[src/hdl/assert_macros.svh]
// ----------------------------------------------------------------------------
// assertion macros
// clocked helpers for concurrent checks on clk_i, disabled while rst_ni is low
// ----------------------------------------------------------------------------
`ifndef ASSERT_MACROS_SVH
`define ASSERT_MACROS_SVH

// property must hold at every clock edge out of reset
`define ASSERT_CLK(lbl, prop, msg) \
  lbl: assert property (@(posedge clk_i) disable iff (!rst_ni) prop) else $error(msg);

// condition must never be seen at a clock edge out of reset
`define ASSERT_NEVER(lbl, cond, msg) \
  lbl: assert property (@(posedge clk_i) disable iff (!rst_ni) !(cond)) else $error(msg);

`endif

[src/hdl/pnf_pkg.sv]
// ----------------------------------------------------------------------------
// pnf_pkg
// shared types, constants and the permutation table of the fractal noise block
// ----------------------------------------------------------------------------
package pnf_pkg;

  localparam int unsigned FRAC_BITS  = 16;
  localparam int unsigned TABLE_SIZE = 256;
  localparam int unsigned IDX_W      = 8;
  localparam int unsigned COORD_W    = 32;
  localparam int unsigned TDATA_IN_W = 96;
  localparam int unsigned TDATA_OUT_W = 24;
  localparam int unsigned OUT_W      = 18;
  localparam int unsigned OCT_W      = 4;
  localparam int unsigned LAC_W      = 16;
  localparam int unsigned LAC_FRAC   = 12;
  localparam int unsigned GAIN_W     = 16;
  localparam int unsigned GAIN_FRAC  = 16;
  localparam int unsigned AMP_W      = 16;
  localparam int unsigned FREQ_W     = 32;
  localparam int unsigned CFG_ADDR_W = 2;
  localparam int unsigned CFG_DATA_W = 16;

  // datapath sizes
  localparam int unsigned LANES  = 4;
  localparam int unsigned MUL_W  = 34;
  localparam int unsigned PROD_W = 2 * MUL_W;
  localparam int unsigned VAL_W  = 24;
  localparam int unsigned GC_W   = FRAC_BITS + 2;
  localparam int unsigned SUM_W  = 40;
  localparam int unsigned ASUM_W = 20;
  localparam int unsigned DIV_W  = SUM_W;
  localparam int unsigned DCNT_W = $clog2(DIV_W + 1);

  localparam logic [FREQ_W-1:0] FREQ_INIT = FREQ_W'(1 << FRAC_BITS);
  localparam logic [AMP_W-1:0]  AMP_INIT  = AMP_W'(32768);
  localparam logic signed [VAL_W-1:0] FADE_A = VAL_W'(15 * (1 << FRAC_BITS));
  localparam logic signed [VAL_W-1:0] FADE_B = VAL_W'(10 * (1 << FRAC_BITS));
  localparam logic signed [GC_W-1:0]  ONE_GC = GC_W'(1 << FRAC_BITS);

  localparam logic [DIV_W-1:0] POS_LIM = DIV_W'(2 ** (OUT_W - 1) - 1);
  localparam logic [DIV_W-1:0] NEG_LIM = DIV_W'(2 ** (OUT_W - 1));
  localparam logic [OUT_W-1:0] OUT_MAX = {1'b0, {(OUT_W - 1){1'b1}}};
  localparam logic [OUT_W-1:0] OUT_MIN = {1'b1, {(OUT_W - 1){1'b0}}};

  localparam logic [31:0] PERM_SEED = 32'd2166136261;
  localparam int unsigned XS_A = 13;
  localparam int unsigned XS_B = 17;
  localparam int unsigned XS_C = 5;
  localparam logic [3:0] H_SEL_Y  = 4'd8;
  localparam logic [3:0] H_SEL_V  = 4'd4;
  localparam logic [3:0] H_X_LO   = 4'd12;
  localparam logic [3:0] H_X_HI   = 4'd14;

  typedef enum logic [CFG_ADDR_W-1:0] {
    CFG_OCTAVES    = 2'd0,
    CFG_LACUNARITY = 2'd1,
    CFG_GAIN       = 2'd2
  } cfg_idx_e;

  typedef enum logic [2:0] {
    ST_IDLE,
    ST_OCT,
    ST_DINIT,
    ST_DIV,
    ST_DONE
  } state_e;

  typedef enum logic [3:0] {
    STEP_COORD,
    STEP_FADE1,
    STEP_FADE2,
    STEP_FADE3,
    STEP_FADE4,
    STEP_FADE5,
    STEP_LERP1,
    STEP_LERP2,
    STEP_LERP3,
    STEP_ACC
  } step_e;

  typedef struct packed {
    logic  load;
    logic  step_en;
    step_e step;
    logic  div_init;
    logic  div_step;
    logic  out_load;
  } dp_cmd_t;

  typedef logic [TABLE_SIZE-1:0][IDX_W-1:0] perm_t;

  // shift-subtract remainder, used only while building the table
  function automatic logic [31:0] mod_u32(input logic [31:0] num, input logic [31:0] den);
    logic [32:0] r;
    r = '0;
    for (int k = 31; k >= 0; k--) begin
      r = {r[31:0], num[k]};
      if (r >= {1'b0, den}) begin
        r = r - {1'b0, den};
      end
    end
    return r[31:0];
  endfunction

  function automatic perm_t build_perm();
    perm_t              p;
    logic [31:0]        rng;
    logic [31:0]        j;
    logic [IDX_W-1:0]   t;
    rng = PERM_SEED;
    for (int i = 0; i < TABLE_SIZE; i++) begin
      p[i] = IDX_W'(i);
    end
    for (int i = TABLE_SIZE - 1; i > 0; i--) begin
      rng = rng ^ (rng << XS_A);
      rng = rng ^ (rng >> XS_B);
      rng = rng ^ (rng << XS_C);
      j = mod_u32(rng, 32'(i + 1));
      t = p[i];
      p[i] = p[j[IDX_W-1:0]];
      p[j[IDX_W-1:0]] = t;
    end
    return p;
  endfunction

  localparam perm_t PERM = build_perm();

  // one of the twelve cube-edge gradients dotted with the corner offset
  function automatic logic signed [GC_W:0] edge_grad(input logic [3:0] h,
                                                     input logic signed [GC_W-1:0] x,
                                                     input logic signed [GC_W-1:0] y,
                                                     input logic signed [GC_W-1:0] z);
    logic signed [GC_W-1:0] u;
    logic signed [GC_W-1:0] v;
    logic signed [GC_W:0]   ue;
    logic signed [GC_W:0]   ve;
    u = (h < H_SEL_Y) ? x : y;
    if (h < H_SEL_V) begin
      v = y;
    end else if (h == H_X_LO || h == H_X_HI) begin
      v = x;
    end else begin
      v = z;
    end
    ue = {u[GC_W-1], u};
    ve = {v[GC_W-1], v};
    return (h[0] ? -ue : ue) + (h[1] ? -ve : ve);
  endfunction

endpackage

[src/hdl/pnf_ctrl.sv]
// ----------------------------------------------------------------------------
// pnf_ctrl
// sequencer: octave loop, per-octave step order, divider count, output valid
// ----------------------------------------------------------------------------
module pnf_ctrl #(
  parameter int unsigned MAX_OCTAVES = 8
) (
  input  logic                       clk_i,
  input  logic                       rst_ni,
  input  logic                       in_valid_i,
  output logic                       in_ready_o,
  input  logic                       out_ready_i,
  output logic                       out_valid_o,
  input  logic [pnf_pkg::OCT_W-1:0]  octave_count_i,
  output pnf_pkg::dp_cmd_t           cmd_o
);

  localparam int unsigned OCW = $clog2(MAX_OCTAVES + 1);
  localparam logic [pnf_pkg::OCT_W:0] MAX_EXT = (pnf_pkg::OCT_W + 1)'(MAX_OCTAVES);

  pnf_pkg::state_e state_q, state_d;
  pnf_pkg::step_e  step_q, step_d;
  logic [OCW-1:0]  oct_q, oct_d;
  logic [pnf_pkg::DCNT_W-1:0] dcnt_q, dcnt_d;
  logic            ovalid_q, ovalid_d;
  logic [pnf_pkg::OCT_W:0] oc_ext;
  logic [OCW-1:0]  oct_n;
  logic            out_load;

  // octave counts above the limit run the limit
  assign oc_ext = {1'b0, octave_count_i};
  assign oct_n  = OCW'((oc_ext > MAX_EXT) ? MAX_EXT : oc_ext);
  assign out_load = (state_q == pnf_pkg::ST_DONE) && (!ovalid_q || out_ready_i);

  always_comb begin
    state_d = state_q;
    step_d  = step_q;
    oct_d   = oct_q;
    dcnt_d  = dcnt_q;
    unique case (state_q)
      pnf_pkg::ST_IDLE: begin
        if (in_valid_i) begin
          step_d  = pnf_pkg::STEP_COORD;
          oct_d   = oct_n;
          state_d = (oct_n == '0) ? pnf_pkg::ST_DINIT : pnf_pkg::ST_OCT;
        end
      end
      pnf_pkg::ST_OCT: begin
        if (step_q == pnf_pkg::STEP_ACC) begin
          step_d = pnf_pkg::STEP_COORD;
          oct_d  = oct_q - OCW'(1);
          if (oct_q == OCW'(1)) begin
            state_d = pnf_pkg::ST_DINIT;
          end
        end else begin
          step_d = pnf_pkg::step_e'(step_q + 4'd1);
        end
      end
      pnf_pkg::ST_DINIT: begin
        dcnt_d  = '0;
        state_d = pnf_pkg::ST_DIV;
      end
      pnf_pkg::ST_DIV: begin
        dcnt_d = dcnt_q + pnf_pkg::DCNT_W'(1);
        if (dcnt_q == pnf_pkg::DCNT_W'(pnf_pkg::DIV_W - 1)) begin
          state_d = pnf_pkg::ST_DONE;
        end
      end
      pnf_pkg::ST_DONE: begin
        if (!ovalid_q || out_ready_i) begin
          state_d = pnf_pkg::ST_IDLE;
        end
      end
      default: state_d = pnf_pkg::ST_IDLE;
    endcase
  end

  always_comb begin
    in_ready_o     = (state_q == pnf_pkg::ST_IDLE);
    cmd_o.load     = (state_q == pnf_pkg::ST_IDLE) && in_valid_i;
    cmd_o.step_en  = (state_q == pnf_pkg::ST_OCT);
    cmd_o.step     = step_q;
    cmd_o.div_init = (state_q == pnf_pkg::ST_DINIT);
    cmd_o.div_step = (state_q == pnf_pkg::ST_DIV);
    cmd_o.out_load = out_load;
    ovalid_d       = out_load || (ovalid_q && !out_ready_i);
    out_valid_o    = ovalid_q;
  end

  always_ff @(posedge clk_i or negedge rst_ni) begin
    if (!rst_ni) begin
      state_q  <= pnf_pkg::ST_IDLE;
      step_q   <= pnf_pkg::STEP_COORD;
      oct_q    <= '0;
      dcnt_q   <= '0;
      ovalid_q <= 1'b0;
    end else begin
      state_q  <= state_d;
      step_q   <= step_d;
      oct_q    <= oct_d;
      dcnt_q   <= dcnt_d;
      ovalid_q <= ovalid_d;
    end
  end

endmodule

[config.mk]
export PLATFORM = sky130hd
export DESIGN_NAME = pnf_ctrl
export DESIGN_NICKNAME = d
export VERILOG_FILES = /design/src/hdl/assert_macros.svh /design/src/hdl/pnf_pkg.sv /design/src/hdl/pnf_ctrl.sv
export SDC_FILE = /design/constraint.sdc
export NUM_CORES = 1
export LEC_CHECK = 0
export ABC_AREA = 1
export ABC_CLOCK_PERIOD_IN_PS = 3300
export BUFFER_PORTS_ARGS = -buffer_cell sky130_fd_sc_hd__buf_4
export CORE_UTILIZATION = 52
export CTS_CLUSTER_SIZE = 25
export DETAILED_ROUTE_END_ITERATION = 10
export PLACE_DENSITY = 0.87
export SYNTH_ARGS = -nofsm -noshare
export SYNTH_HDL_FRONTEND = slang
export SYNTH_SLANG_ARGS = --single-unit
[constraint.sdc]
create_clock -name clk_i -period 3.3 [get_ports clk_i]
set_clock_uncertainty 0.1 [all_clocks]
set_input_delay 0.66 -clock clk_i [delete_from_list [all_inputs] [get_ports clk_i]]
set_output_delay 0.66 -clock clk_i [all_outputs]
set_load 0.01 [all_outputs]
==> reports/qor.yml <==
status: "finished clean"
syn_inst: 144
multiInputGateArea_um2: 549
grt_pass1_wl_um: 3860
syn2layout_area_growth_pct: 17.1
drive_gt1_frac: 0.213
cts_made_buffers: 3
p_leak_nw: 0.681
fin_tns_setup_ns: 0
cts.sinks: 18
end_kind: "output port"
tightest_slew_ns: 0.284
synth_warnings: 0
rsz0062_at_grt: "false"
hold_ws_ns: 0.100
drv_cap: 0
irDropWorstVdd_v: 0.000505
initialDrtViolationCount: 22
critPathArrivalTime_ns: 1.41
regArea_um2: 450
grt_pass1_vias: 985
drv_slew: 0
cts_hold_buffers: 0
post_cts_buffers: 0
synth_edf_count: 0
grt_overflow: 0
period_needed_ns: 2.17
antenna_cells: 0
power_mw: 1.17
synth_seq_cells: 18
layout_commonest_cell: "nand2_1"
io-pin-count: 19
critPathMaxFanout: 5
syn_area_per_cell_um2: 7.72
synth_cell_type_count: 23
wirelength_um: 2460
grt_util_all_layers: 0.241
wl_per_cell_um: 12.9
setup-violations-final: 0
dp_hpwl_um: 1890
min_period_over_period: 0.656
die_h_um: 48.3
firstDrtPassIters: 4
cts_resized: 0
synth_top_area_frac: 0.405
hp-class: "primary input to async pin"
fmax_ghz: 0.462
root_buffer: "clkbuf_4"
final_nets: 178
relSlewSlack: 0.810
synth.top_cells.by_area: "dfrtp_1, nand2_1, nand3_1, inv_1, ha_1"
clkTransAtPathRegs_ns: 0.11
h-tree-depth: 1
gp_congestion: 0.792
clockBufferDepth: 2
cts_tree: "built"
via_per_inst: 5.34
yosysTopAreaCell: "dfrtp_1"
async_reset_ff_frac: 1.00
antenna_left: 0
fp.dieArea_um2: 2330
fp-row-count: 16
antenna_found_initial: 0
ys.flop_type: "dfrtp_1"
power_density_nw_per_um2: 896
crit_type: "flip-flop to output port"
vias: 1020
start_kind: "flip-flop"
final_cell_mix: "nand2_1, inv_1, nand3_1"
fillers: 163
grt_max_degree: 19
core_area_um2: 1980
clock_insertion_delay_worst_skew_ns: 0.31
timing_hold_violations_final: 0
final_core_util: 0.657
synth_fp_nets: 157
die-width_um: 48.3
floorplan.initialDensity: 0.561
numPortBuffers: 18
yosysSeqAreaShare: 0.405
synthesis.area_um2: 1110
drc: 0
required_ns: 2.54
-- cell usage after synthesis (4+ instances only) --
library cell  count
dfrtp_1          18
ha_1              5
inv_1            21
inv_2             5
nand2_1          32
nand3_1          20
nor2_1            8
o21ai_0           4
o21ai_1           7
o22ai_1           5
-- routing by layer --
metal / part of all wire / vias to the layer above / GRT usage
met5: 0 / - / 0
met4: 0.017 / 0 / 0.117
met3: 0.032 / 5 / 0.0370
met2: 0.54 / 23 / 0.427
met1: 0.42 / 490 / 0.280
li1: - / 502 / -
-- final timing paths --
path,start,endpoint,slack (ns),depth (start not counted)
setup reg to reg,step_q[1],state_q[0],1.77,7
hold / removal,rst_ni,dcnt_q[1],0.1,1
setup / recovery,state_q[2],cmd_o[2],1.13,4
min in group clk_i,out_ready_i,out_valid_o,0.43,2
max in group asynchronous,rst_ni,step_q[2],2.80,1
hold reg to reg,oct_q[3],oct_q[3],0.43,2
-- registers in the layout (all words and copies together), names as in the netlist --
| signal | count |
|---|---|
| dcnt_q | 6 |
| state_q | 3 |
| step_q | 4 |
| oct_q | 4 |
| out_valid_o | 1 |
-- logic make-up after synthesis --
| logic type | count (synthesis) | synth area share |
|---|---|---|
| xor+xnor | 4 | 0.0315 |
| fa+ha+maj | 5 | 0.0562 |
| compound gates | 20 | 0.112 |
| buf+inv | 28 | 0.101 |
| simple gates | 69 | 0.294 |
| flops | 18 | 0.405 |
-- worst max-delay path, stage by stage, from the launching register on --
cell and delay (ns):
dfrtp_1 0.47, nor2_1 0.28, nand2_1 0.13, inv_1 0.09, buf_4 0.12
-- power breakdown --
part           switching, mW  total, mW  internal (mW)
clock                 0.0754      0.143         0.0675
sequential            0.0908      0.394          0.304
combinational          0.378      0.629          0.251
-- stage by stage --
stage	instances	area [um^2]	setup WS, ns
after floorplan	144	1110	1.59
after global placement	187	1270	1.46
after global routing	191	1300	1.05
after detailed placement	187	1270	1.43
final	191	1300	1.13
after CTS	191	1300	1.15
-- cell type report --
type | count | share of cell area
inverters | 26 | 0.0749
multi-input cells | 98 | 0.422
well taps | 27 | 0.0259
clock buffers | 4 | 0.0279
flip-flops and latches | 18 | 0.346
repair buffers | 18 | 0.104
Note: power is estimated with default switching activity, not from simulation.
